==> src/rtl/mexp_pkg.sv <==
// ----------------------------------------------------------------------------
// mexp_pkg
// shared types and constants of the modular exponentiation unit
// ----------------------------------------------------------------------------
package mexp_pkg;

    // default operand width of base, exponent, modulus and result
    localparam int OPERAND_WIDTH_DEF = 31;

    // controller states
    typedef enum logic [2:0] {
        S_IDLE,
        S_CHECK,
        S_RUN,
        S_NEXT,
        S_DONE
    } t_state;

    // operation of the shared multiply-reduce unit
    typedef enum logic [1:0] {
        UOP_REDUCE,
        UOP_SQUARE,
        UOP_MULT
    } t_unit_op;

    // commands from controller to datapath
    typedef struct packed {
        logic     load;
        logic     acc_one;
        logic     unit_start;
        t_unit_op unit_op;
        logic     unit_step;
        logic     wr_base;
        logic     wr_acc;
        logic     exp_shift;
        logic     out_load;
    } t_cmd;

    // status from datapath to controller
    typedef struct packed {
        logic exp_zero;
        logic exp_msb;
    } t_status;

endpackage

==> src/rtl/mexp_dp.sv <==
// ----------------------------------------------------------------------------
// mexp_dp
// datapath: modulus register, operand registers and the bit-serial
// multiply-reduce unit shared by base reduction, squaring and multiplying
// ----------------------------------------------------------------------------
module mexp_dp
    import mexp_pkg::*;
#(
    parameter int OPERAND_WIDTH = OPERAND_WIDTH_DEF
) (
    input  logic                     i_clk,
    input  logic                     i_rst_n,
    input  logic                     i_cfg_we,
    input  logic [OPERAND_WIDTH-1:0] i_cfg_data,
    input  logic [OPERAND_WIDTH-1:0] i_base_value,
    input  logic [OPERAND_WIDTH-1:0] i_exponent,
    input  t_cmd                     i_cmd,
    output t_status                  o_status,
    output logic [OPERAND_WIDTH-1:0] o_power_result
);

    localparam int W  = OPERAND_WIDTH;
    localparam int XW = OPERAND_WIDTH + 3;

    logic [W-1:0] r_mod;
    logic [W-1:0] r_base;
    logic [W-1:0] r_exp;
    logic [W-1:0] r_acc;
    logic [W-1:0] r_prod;
    logic [W-1:0] r_mcand;
    logic [W-1:0] r_mplier;
    logic [W-1:0] r_out;

    logic [W-1:0]  mod_eff;
    logic          mod_is_one;
    logic [XW-1:0] sum_t;
    logic [XW-1:0] diff_1;
    logic [XW-1:0] diff_2;
    logic [W-1:0]  n_prod;

    // modulus of zero behaves as a modulus of one
    assign mod_is_one = (r_mod <= W'(1));
    assign mod_eff    = mod_is_one ? W'(1) : r_mod;

    // one step: 2*prod + (bit ? mcand : 0), below 3*m, then pick the residue
    always_comb begin
        sum_t  = {2'b00, r_prod, 1'b0}
               + (r_mplier[W-1] ? {3'b000, r_mcand} : {XW{1'b0}});
        diff_1 = sum_t - {3'b000, mod_eff};
        diff_2 = sum_t - {2'b00, mod_eff, 1'b0};
        if (!diff_2[XW-1]) begin
            n_prod = diff_2[W-1:0];
        end else if (!diff_1[XW-1]) begin
            n_prod = diff_1[W-1:0];
        end else begin
            n_prod = sum_t[W-1:0];
        end
    end

    always_ff @(posedge i_clk) begin
        if (!i_rst_n) begin
            r_mod <= W'(1);
        end else if (i_cfg_we) begin
            r_mod <= i_cfg_data;
        end
    end

    always_ff @(posedge i_clk) begin
        if (i_cmd.load) begin
            r_base <= i_base_value;
            r_exp  <= i_exponent;
            r_acc  <= mod_is_one ? W'(0) : W'(1);
        end else begin
            if (i_cmd.acc_one) begin
                r_acc <= W'(1);
            end else if (i_cmd.wr_acc) begin
                r_acc <= n_prod;
            end
            if (i_cmd.wr_base) begin
                r_base <= n_prod;
            end
            if (i_cmd.exp_shift) begin
                r_exp <= {r_exp[W-2:0], 1'b0};
            end
        end

        if (i_cmd.unit_start) begin
            r_prod <= '0;
            case (i_cmd.unit_op)
                UOP_REDUCE: begin
                    r_mcand  <= W'(1);
                    r_mplier <= r_base;
                end
                UOP_SQUARE: begin
                    r_mcand  <= r_acc;
                    r_mplier <= r_acc;
                end
                UOP_MULT: begin
                    r_mcand  <= r_base;
                    r_mplier <= r_acc;
                end
                default: begin
                    r_mcand  <= r_acc;
                    r_mplier <= r_acc;
                end
            endcase
        end else if (i_cmd.unit_step) begin
            r_prod   <= n_prod;
            r_mplier <= {r_mplier[W-2:0], 1'b0};
        end

        if (i_cmd.out_load) begin
            r_out <= r_acc;
        end
    end

    assign o_status.exp_zero = (r_exp == '0);
    assign o_status.exp_msb  = r_exp[W-1];
    assign o_power_result    = r_out;

endmodule

==> src/rtl/mexp_ctrl.sv <==
// ----------------------------------------------------------------------------
// mexp_ctrl
// controller: sequences base reduction and the square-and-multiply scan
// ----------------------------------------------------------------------------
module mexp_ctrl
    import mexp_pkg::*;
#(
    parameter int OPERAND_WIDTH = OPERAND_WIDTH_DEF
) (
    input  logic    i_clk,
    input  logic    i_rst_n,
    input  logic    i_in_valid,
    output logic    o_in_stall,
    output logic    o_out_valid,
    input  logic    i_out_stall,
    input  t_status i_status,
    output t_cmd    o_cmd
);

    localparam int CNT_W = $clog2(OPERAND_WIDTH);

    t_state           r_state;
    t_state           n_state;
    t_unit_op         r_op;
    t_unit_op         n_op;
    logic [CNT_W-1:0] r_step_cnt;
    logic [CNT_W-1:0] n_step_cnt;
    logic [CNT_W-1:0] r_bit_cnt;
    logic [CNT_W-1:0] n_bit_cnt;
    logic             r_out_valid;
    logic             n_out_valid;

    always_ff @(posedge i_clk) begin
        if (!i_rst_n) begin
            r_state     <= S_IDLE;
            r_op        <= UOP_REDUCE;
            r_step_cnt  <= '0;
            r_bit_cnt   <= '0;
            r_out_valid <= 1'b0;
        end else begin
            r_state     <= n_state;
            r_op        <= n_op;
            r_step_cnt  <= n_step_cnt;
            r_bit_cnt   <= n_bit_cnt;
            r_out_valid <= n_out_valid;
        end
    end

    always_comb begin
        n_state    = r_state;
        n_op       = r_op;
        n_step_cnt = r_step_cnt;
        n_bit_cnt  = r_bit_cnt;
        o_cmd      = '0;
        o_in_stall = 1'b1;

        case (r_state)
            S_IDLE: begin
                o_in_stall = 1'b0;
                if (i_in_valid) begin
                    o_cmd.load = 1'b1;
                    n_state    = S_CHECK;
                end
            end
            S_CHECK: begin
                if (i_status.exp_zero) begin
                    o_cmd.acc_one = 1'b1;
                    n_state       = S_DONE;
                end else begin
                    o_cmd.unit_start = 1'b1;
                    o_cmd.unit_op    = UOP_REDUCE;
                    n_op             = UOP_REDUCE;
                    n_step_cnt       = CNT_W'(OPERAND_WIDTH - 1);
                    n_bit_cnt        = CNT_W'(OPERAND_WIDTH - 1);
                    n_state          = S_RUN;
                end
            end
            S_RUN: begin
                o_cmd.unit_step = 1'b1;
                if (r_step_cnt == '0) begin
                    // last step writes the residue to its target
                    if (r_op == UOP_REDUCE) begin
                        o_cmd.wr_base = 1'b1;
                    end else begin
                        o_cmd.wr_acc = 1'b1;
                    end
                    n_state = S_NEXT;
                end else begin
                    n_step_cnt = r_step_cnt - CNT_W'(1);
                end
            end
            S_NEXT: begin
                n_step_cnt = CNT_W'(OPERAND_WIDTH - 1);
                if (r_op == UOP_SQUARE && i_status.exp_msb) begin
                    o_cmd.unit_start = 1'b1;
                    o_cmd.unit_op    = UOP_MULT;
                    n_op             = UOP_MULT;
                    n_state          = S_RUN;
                end else if (r_op != UOP_REDUCE && r_bit_cnt == '0) begin
                    o_cmd.exp_shift = 1'b1;
                    n_state         = S_DONE;
                end else begin
                    // next exponent bit, or the first one after base reduction
                    if (r_op != UOP_REDUCE) begin
                        o_cmd.exp_shift = 1'b1;
                        n_bit_cnt       = r_bit_cnt - CNT_W'(1);
                    end
                    o_cmd.unit_start = 1'b1;
                    o_cmd.unit_op    = UOP_SQUARE;
                    n_op             = UOP_SQUARE;
                    n_state          = S_RUN;
                end
            end
            S_DONE: begin
                if (!r_out_valid || !i_out_stall) begin
                    o_cmd.out_load = 1'b1;
                    n_state        = S_IDLE;
                end
            end
            default: begin
                n_state = S_IDLE;
            end
        endcase

        n_out_valid = (r_out_valid && i_out_stall) || o_cmd.out_load;
    end

    assign o_out_valid = r_out_valid;

endmodule

==> src/rtl/modular_exponentiation_unit.sv <==
// ----------------------------------------------------------------------------
// modular_exponentiation_unit
// base raised to an exponent modulo a configured modulus, square-and-multiply
// ----------------------------------------------------------------------------
// usage:
//   write the modulus through i_cfg_we / i_cfg_data while the block is idle;
//   a modulus of zero acts as one. an item (base, exponent) is taken when
//   i_in_valid is high and o_in_stall is low; one result item follows on
//   o_out_valid / o_power_result and is taken when i_out_stall is low.
// sequence and throughput (W = OPERAND_WIDTH, k = set bits of the exponent):
//   zero exponent: no product is formed; result 1 goes to the output register.
//   otherwise one base reduction, then W squarings and k multiplies. the
//   one multiply-reduce unit takes one multiplier bit a cycle, all W bits
//   per modular product, and is shared by the base reduction, every
//   squaring and every multiply, so it sets the rate.
//   items are worked one at a time; o_in_stall is low only while idle.
// reset (i_rst_n, synchronous, active low) sets the modulus to 1, empties
//   the output register and returns the controller to idle.
// a stalled result holds in the output register; the next item can be
//   taken meanwhile, and its result waits until the register frees up.
// ----------------------------------------------------------------------------
module modular_exponentiation_unit
    import mexp_pkg::*;
#(
    parameter int OPERAND_WIDTH = OPERAND_WIDTH_DEF
) (
    input  logic                     i_clk,
    input  logic                     i_rst_n,
    // configuration: modulus
    input  logic                     i_cfg_we,
    input  logic [OPERAND_WIDTH-1:0] i_cfg_data,
    // input item channel
    input  logic                     i_in_valid,
    output logic                     o_in_stall,
    input  logic [OPERAND_WIDTH-1:0] i_base_value,
    input  logic [OPERAND_WIDTH-1:0] i_exponent,
    // result item channel
    output logic                     o_out_valid,
    input  logic                     i_out_stall,
    output logic [OPERAND_WIDTH-1:0] o_power_result
);

    t_cmd    cmd;
    t_status status;

    // sequencer: base reduction, then one square per exponent bit and a
    // multiply for each set bit, msb first
    mexp_ctrl #(
        .OPERAND_WIDTH (OPERAND_WIDTH)
    ) u_ctrl (
        .i_clk       (i_clk),
        .i_rst_n     (i_rst_n),
        .i_in_valid  (i_in_valid),
        .o_in_stall  (o_in_stall),
        .o_out_valid (o_out_valid),
        .i_out_stall (i_out_stall),
        .i_status    (status),
        .o_cmd       (cmd)
    );

    // registers and the bit-serial multiply-reduce unit
    mexp_dp #(
        .OPERAND_WIDTH (OPERAND_WIDTH)
    ) u_dp (
        .i_clk          (i_clk),
        .i_rst_n        (i_rst_n),
        .i_cfg_we       (i_cfg_we),
        .i_cfg_data     (i_cfg_data),
        .i_base_value   (i_base_value),
        .i_exponent     (i_exponent),
        .i_cmd          (cmd),
        .o_status       (status),
        .o_power_result (o_power_result)
    );

endmodule

==> config.mk <==
export PLATFORM = sky130hd
export DESIGN_NAME = modular_exponentiation_unit
export DESIGN_NICKNAME = d
export VERILOG_FILES = /design/src/rtl/mexp_pkg.sv /design/src/rtl/mexp_dp.sv /design/src/rtl/mexp_ctrl.sv /design/src/rtl/modular_exponentiation_unit.sv
export SDC_FILE = /design/constraint.sdc
export NUM_CORES = 1
export LEC_CHECK = 0
export BUFFER_PORTS_ARGS = -buffer_cell sky130_fd_sc_hd__clkbuf_2
export CAP_MARGIN = 20
export CORE_MARGIN = 2
export CORE_UTILIZATION = 50
export CTS_CLUSTER_DIAMETER = 80
export DETAILED_ROUTE_END_ITERATION = 16
export PLACE_DENSITY = 0.65
export SKIP_LAST_GASP = 1
export SYNTH_ARGS = -nofsm -noshare
export SYNTH_HDL_FRONTEND = slang
export SYNTH_SLANG_ARGS = --single-unit
==> constraint.sdc <==
create_clock -name i_clk -period 7.1 [get_ports i_clk]
set_input_delay 1.065 -clock i_clk [delete_from_list [all_inputs] [get_ports i_clk]]
set_output_delay 1.065 -clock i_clk [all_outputs]
set_load 0.03 [all_outputs]
==> results.toml <==
[drt]
wl_um = 48900
drtAntennaViolNets = 0
vias_per_cell = 6.05
drt-initial-drc-count = 1212
vias = 13800
wl_per_cell_um = 21.5
firstDrtPassIters = 5
drc_errors = 0

[synthesis]
ys_seq_area_share_pct = 43.0
synth-edff-count = 186
async_flop_share_pct = 0
yosysWarningCount = 0
syn_area_um2 = 16600
avgSynthCellArea_um2 = 9.80
ys_ff_latch = 264
ys_types = 104
ys.flop_type = "edfxtp_1"
synth_nets = 1892
syn_inst = 1698

[sta]
setup_tns_ns = 0
period_share_pct = 89.5
relSlewSlack_pct = 32.2
maxSlewViolCount = 0
skew_ns = 0.0171
hold_violations = 0
worstMarginPinSlew_ns = 1.02
max_freq_ghz = 0.157
fin_crit_ns = 6.36
rsz0062_at_grt = "no"
setup_viol = 0

[pwr]
ir_worst_vdd_mv = 0.313
power_density_nw_per_um2 = 585
leakagePower_nw = 7.86

[min_path]
hp-class = "register to register"
min-delay-start = "u_dp.r_prod[18]$_SDFFE_PP0P_"
hold_depth = 2
hold_end = "u_dp.r_prod[18]$_SDFFE_PP0P_"

[clock_network]
clkLatencyLatePin_ns = 0.58
clockRootBuffer = "clkbuf_16"
numCtsBuffers = 29
ctsHoldBuffers = 0
cts_tree = "yes"
ctsResizeCount = 0
h-tree-depth = 1
cts_setup_buffers = 0
cts_num_sinks = 264
clkTransAtPathRegs_ns = 0.07
cts_buffer_depth = 3

[grt]
grt_pass1_vias = 13100
antenna_found_initial = 0
grt_max_degree = 64
grt_pass1_wl_um = 75700
grt_overflow_total = 0
grtUsageTotal_pct = 27.8

[placement]
place_area_um2 = 17800
portBuffers = 130
dp_hpwl_um = 36800
place_congestion = 0.955

[floorplan]
die_h_um = 186
core_area_um2 = 32600
initial_core_util_pct = 51.0
ios = 131
die-area_um2 = 34700
die-width_um = 186
num_rows = 66

[worst_setup_path]
critical-path-top-delay-family = "compound AO/OA/AOI/OAI gates"
r2r-start = "u_dp.r_mplier[30]$_DFFE_PP_"
crit_path_max_incr_delay_ns = 0.55
crit_path_cell_trace = "and2_1 > ha_1 > inv_1 > fa_1 > nand2b_1 > a21o_1 > a211oi_4 > o21ai_2 > o21ai_1 > o21ai_0 > a21oi_1 > ha_1 > a21o_1 > a21oi_1 > o21bai_1 > a21oi_1 > nor2_1 > a211oi_1 > o41ai_4 > o21a_2 > nor2_2 > buf_4 > mux2i_4 > a21oi_1"
r2r_cells = 24
cpMostUsedCell = "a21oi_1"
crit_type = "register to register"
slowest_stage = "edfxtp_1"
timing.rr.end = "u_dp.r_base[24]$_DFFE_PP_"
r2r_slack_ns = 0.74
path_buf_inv = 2
cp-start-kind = "register"
worstSetupEndpointType = "register"
path_max_fanout = 14
arrival_ns = 6.65
crit_path_start = "u_dp.r_mplier[30]$_DFFE_PP_"
critPathRequiredTime_ns = 7.39

[run]
drv_cap = 0

[cells_and_area]
final_common_cell = "nand2_1"
antenna_cells = 0
area_growth_syn_to_layout_pct = 13.1
layout_common_cells = "nand2_1 (226), edfxtp_1 (186), clkbuf_2 (130)"
drive_above_1_share_pct = 16.2
fin_nets = 2008
design_area_um2 = 18800

[outcome]
status = "finished clean"
## through the flow
step | std cells | setup WS (ns) | total power [mW] | hold slack, ns | utilization, %
finish | 2279 | 0.744 | 11.0 | 0.459 | 57.7
detailed placement | 2224 | 0.844 | 9.26 | 0.449 | 54.4
CTS | 2278 | 0.814 | 10.9 | 0.458 | 57.6
global placement | 2224 | 0.866 | 9.21 | 0.444 | 54.4
global route | 2279 | 0.358 | 11.7 | 0.481 | 57.7
floorplan | 1698 | 1.51 | 7.32 | 0.432 | -
## synth_stat cells, types with 36 or more instances
| master | instances | share of area, % |
|---|---|---|
| nand2_1 | 227 | 5.1 |
| edfxtp_1 | 186 | 34 |
| nor2_1 | 101 | 2.3 |
| a21oi_1 | 93 | 2.8 |
| ha_1 | 93 | 7.0 |
| o21ai_0 | 89 | 2.7 |
| dfxtp_1 | 78 | 9.4 |
| mux2i_1 | 67 | 4.0 |
| inv_1 | 65 | 1.5 |
| clkbuf_1 | 55 | 1.2 |
| a21o_1 | 46 | 2.1 |
| nor2b_1 | 46 | 1.7 |
| and2_1 | 43 | 1.6 |
| xnor2_1 | 42 | 2.2 |
| o21ai_1 | 36 | 1.1 |
## sequential cells by signal, summed over array words and instances, names as in the netlist
signal and count:
u_dp.r_mod 31, u_dp.r_mcand 31, u_dp.r_base 31, u_ctrl.r_state 3
u_dp.r_acc 31, u_ctrl.r_step_cnt 5, u_dp.r_mplier 31, u_dp.o_power_result 31
u_dp.r_prod 31, u_ctrl.r_bit_cnt 5, u_dp.r_exp 31, u_ctrl.r_op 2
u_ctrl.o_out_valid 1
## worst max path at each step
| stage | endpoint | slack, ns | cells after the start |
|---|---|---|---|
| 3_5_place_dp | u_dp.r_base[13]$_DFFE_PP_ | 0.84 | 24 |
| 4_1_cts | u_dp.r_base[27]$_DFFE_PP_ | 0.81 | 20 |
| 2_1_floorplan | u_dp.r_base[17]$_DFFE_PP_ | 1.51 | 26 |
| 5_1_grt | u_dp.r_base[13]$_DFFE_PP_ | 0.36 | 24 |
| 6_report | u_dp.r_base[24]$_DFFE_PP_ | 0.74 | 24 |
| 3_3_place_gp | u_dp.r_base[27]$_DFFE_PP_ | 0.87 | 23 |
## where the power goes
group | leakage [nW] | internal [mW] | switching [mW]
clock | 0.510 | 0.970 | 0.639
combinational | 4.94 | 2.64 | 4.23
sequential | 2.40 | 2.28 | 0.258
## logic make-up after synthesis
group	count (synthesis)	synth area share, %
AO/OA/AOI/OAI	474	20.0
XOR/XNOR	65	3.42
adder cells (fa/ha/maj)	96	7.36
buffers and inverters	138	3.54
flip-flops	264	43.0
multiplexers	95	6.40
AND/OR/NAND/NOR	566	16.3
## worst reg2reg max path: cells and delay by family (launching register included)
family          cells  cell delay, ns
simple gates        4            0.58
fa+ha+maj           3            0.97
compound gates     14            3.19
mux                 1            0.42
flops               1            0.55
buf+inv             2            0.36
## area by class of cell
cell class | instances | area [µm²]
Timing Repair Buffer | 158 | 873
Fill cell | 2869 | 13800
Inverter | 65 | 244
Multi-Input combinational cell | 1296 | 8960
Clock buffer | 37 | 826
Sequential cell | 264 | 7150
Tap cell | 442 | 553
Clock inverter | 17 | 211
## routing by layer
metal  GRT usage [%]  vias up  wire length [µm]
met5               0        -                 0
met3            3.71       82              3750
met4            6.95        0              1180
met1            40.8     6648             22400
li1                -     6478                 -
met2            43.4      589             21600
Note: power is estimated with default switching activity, not from simulation.
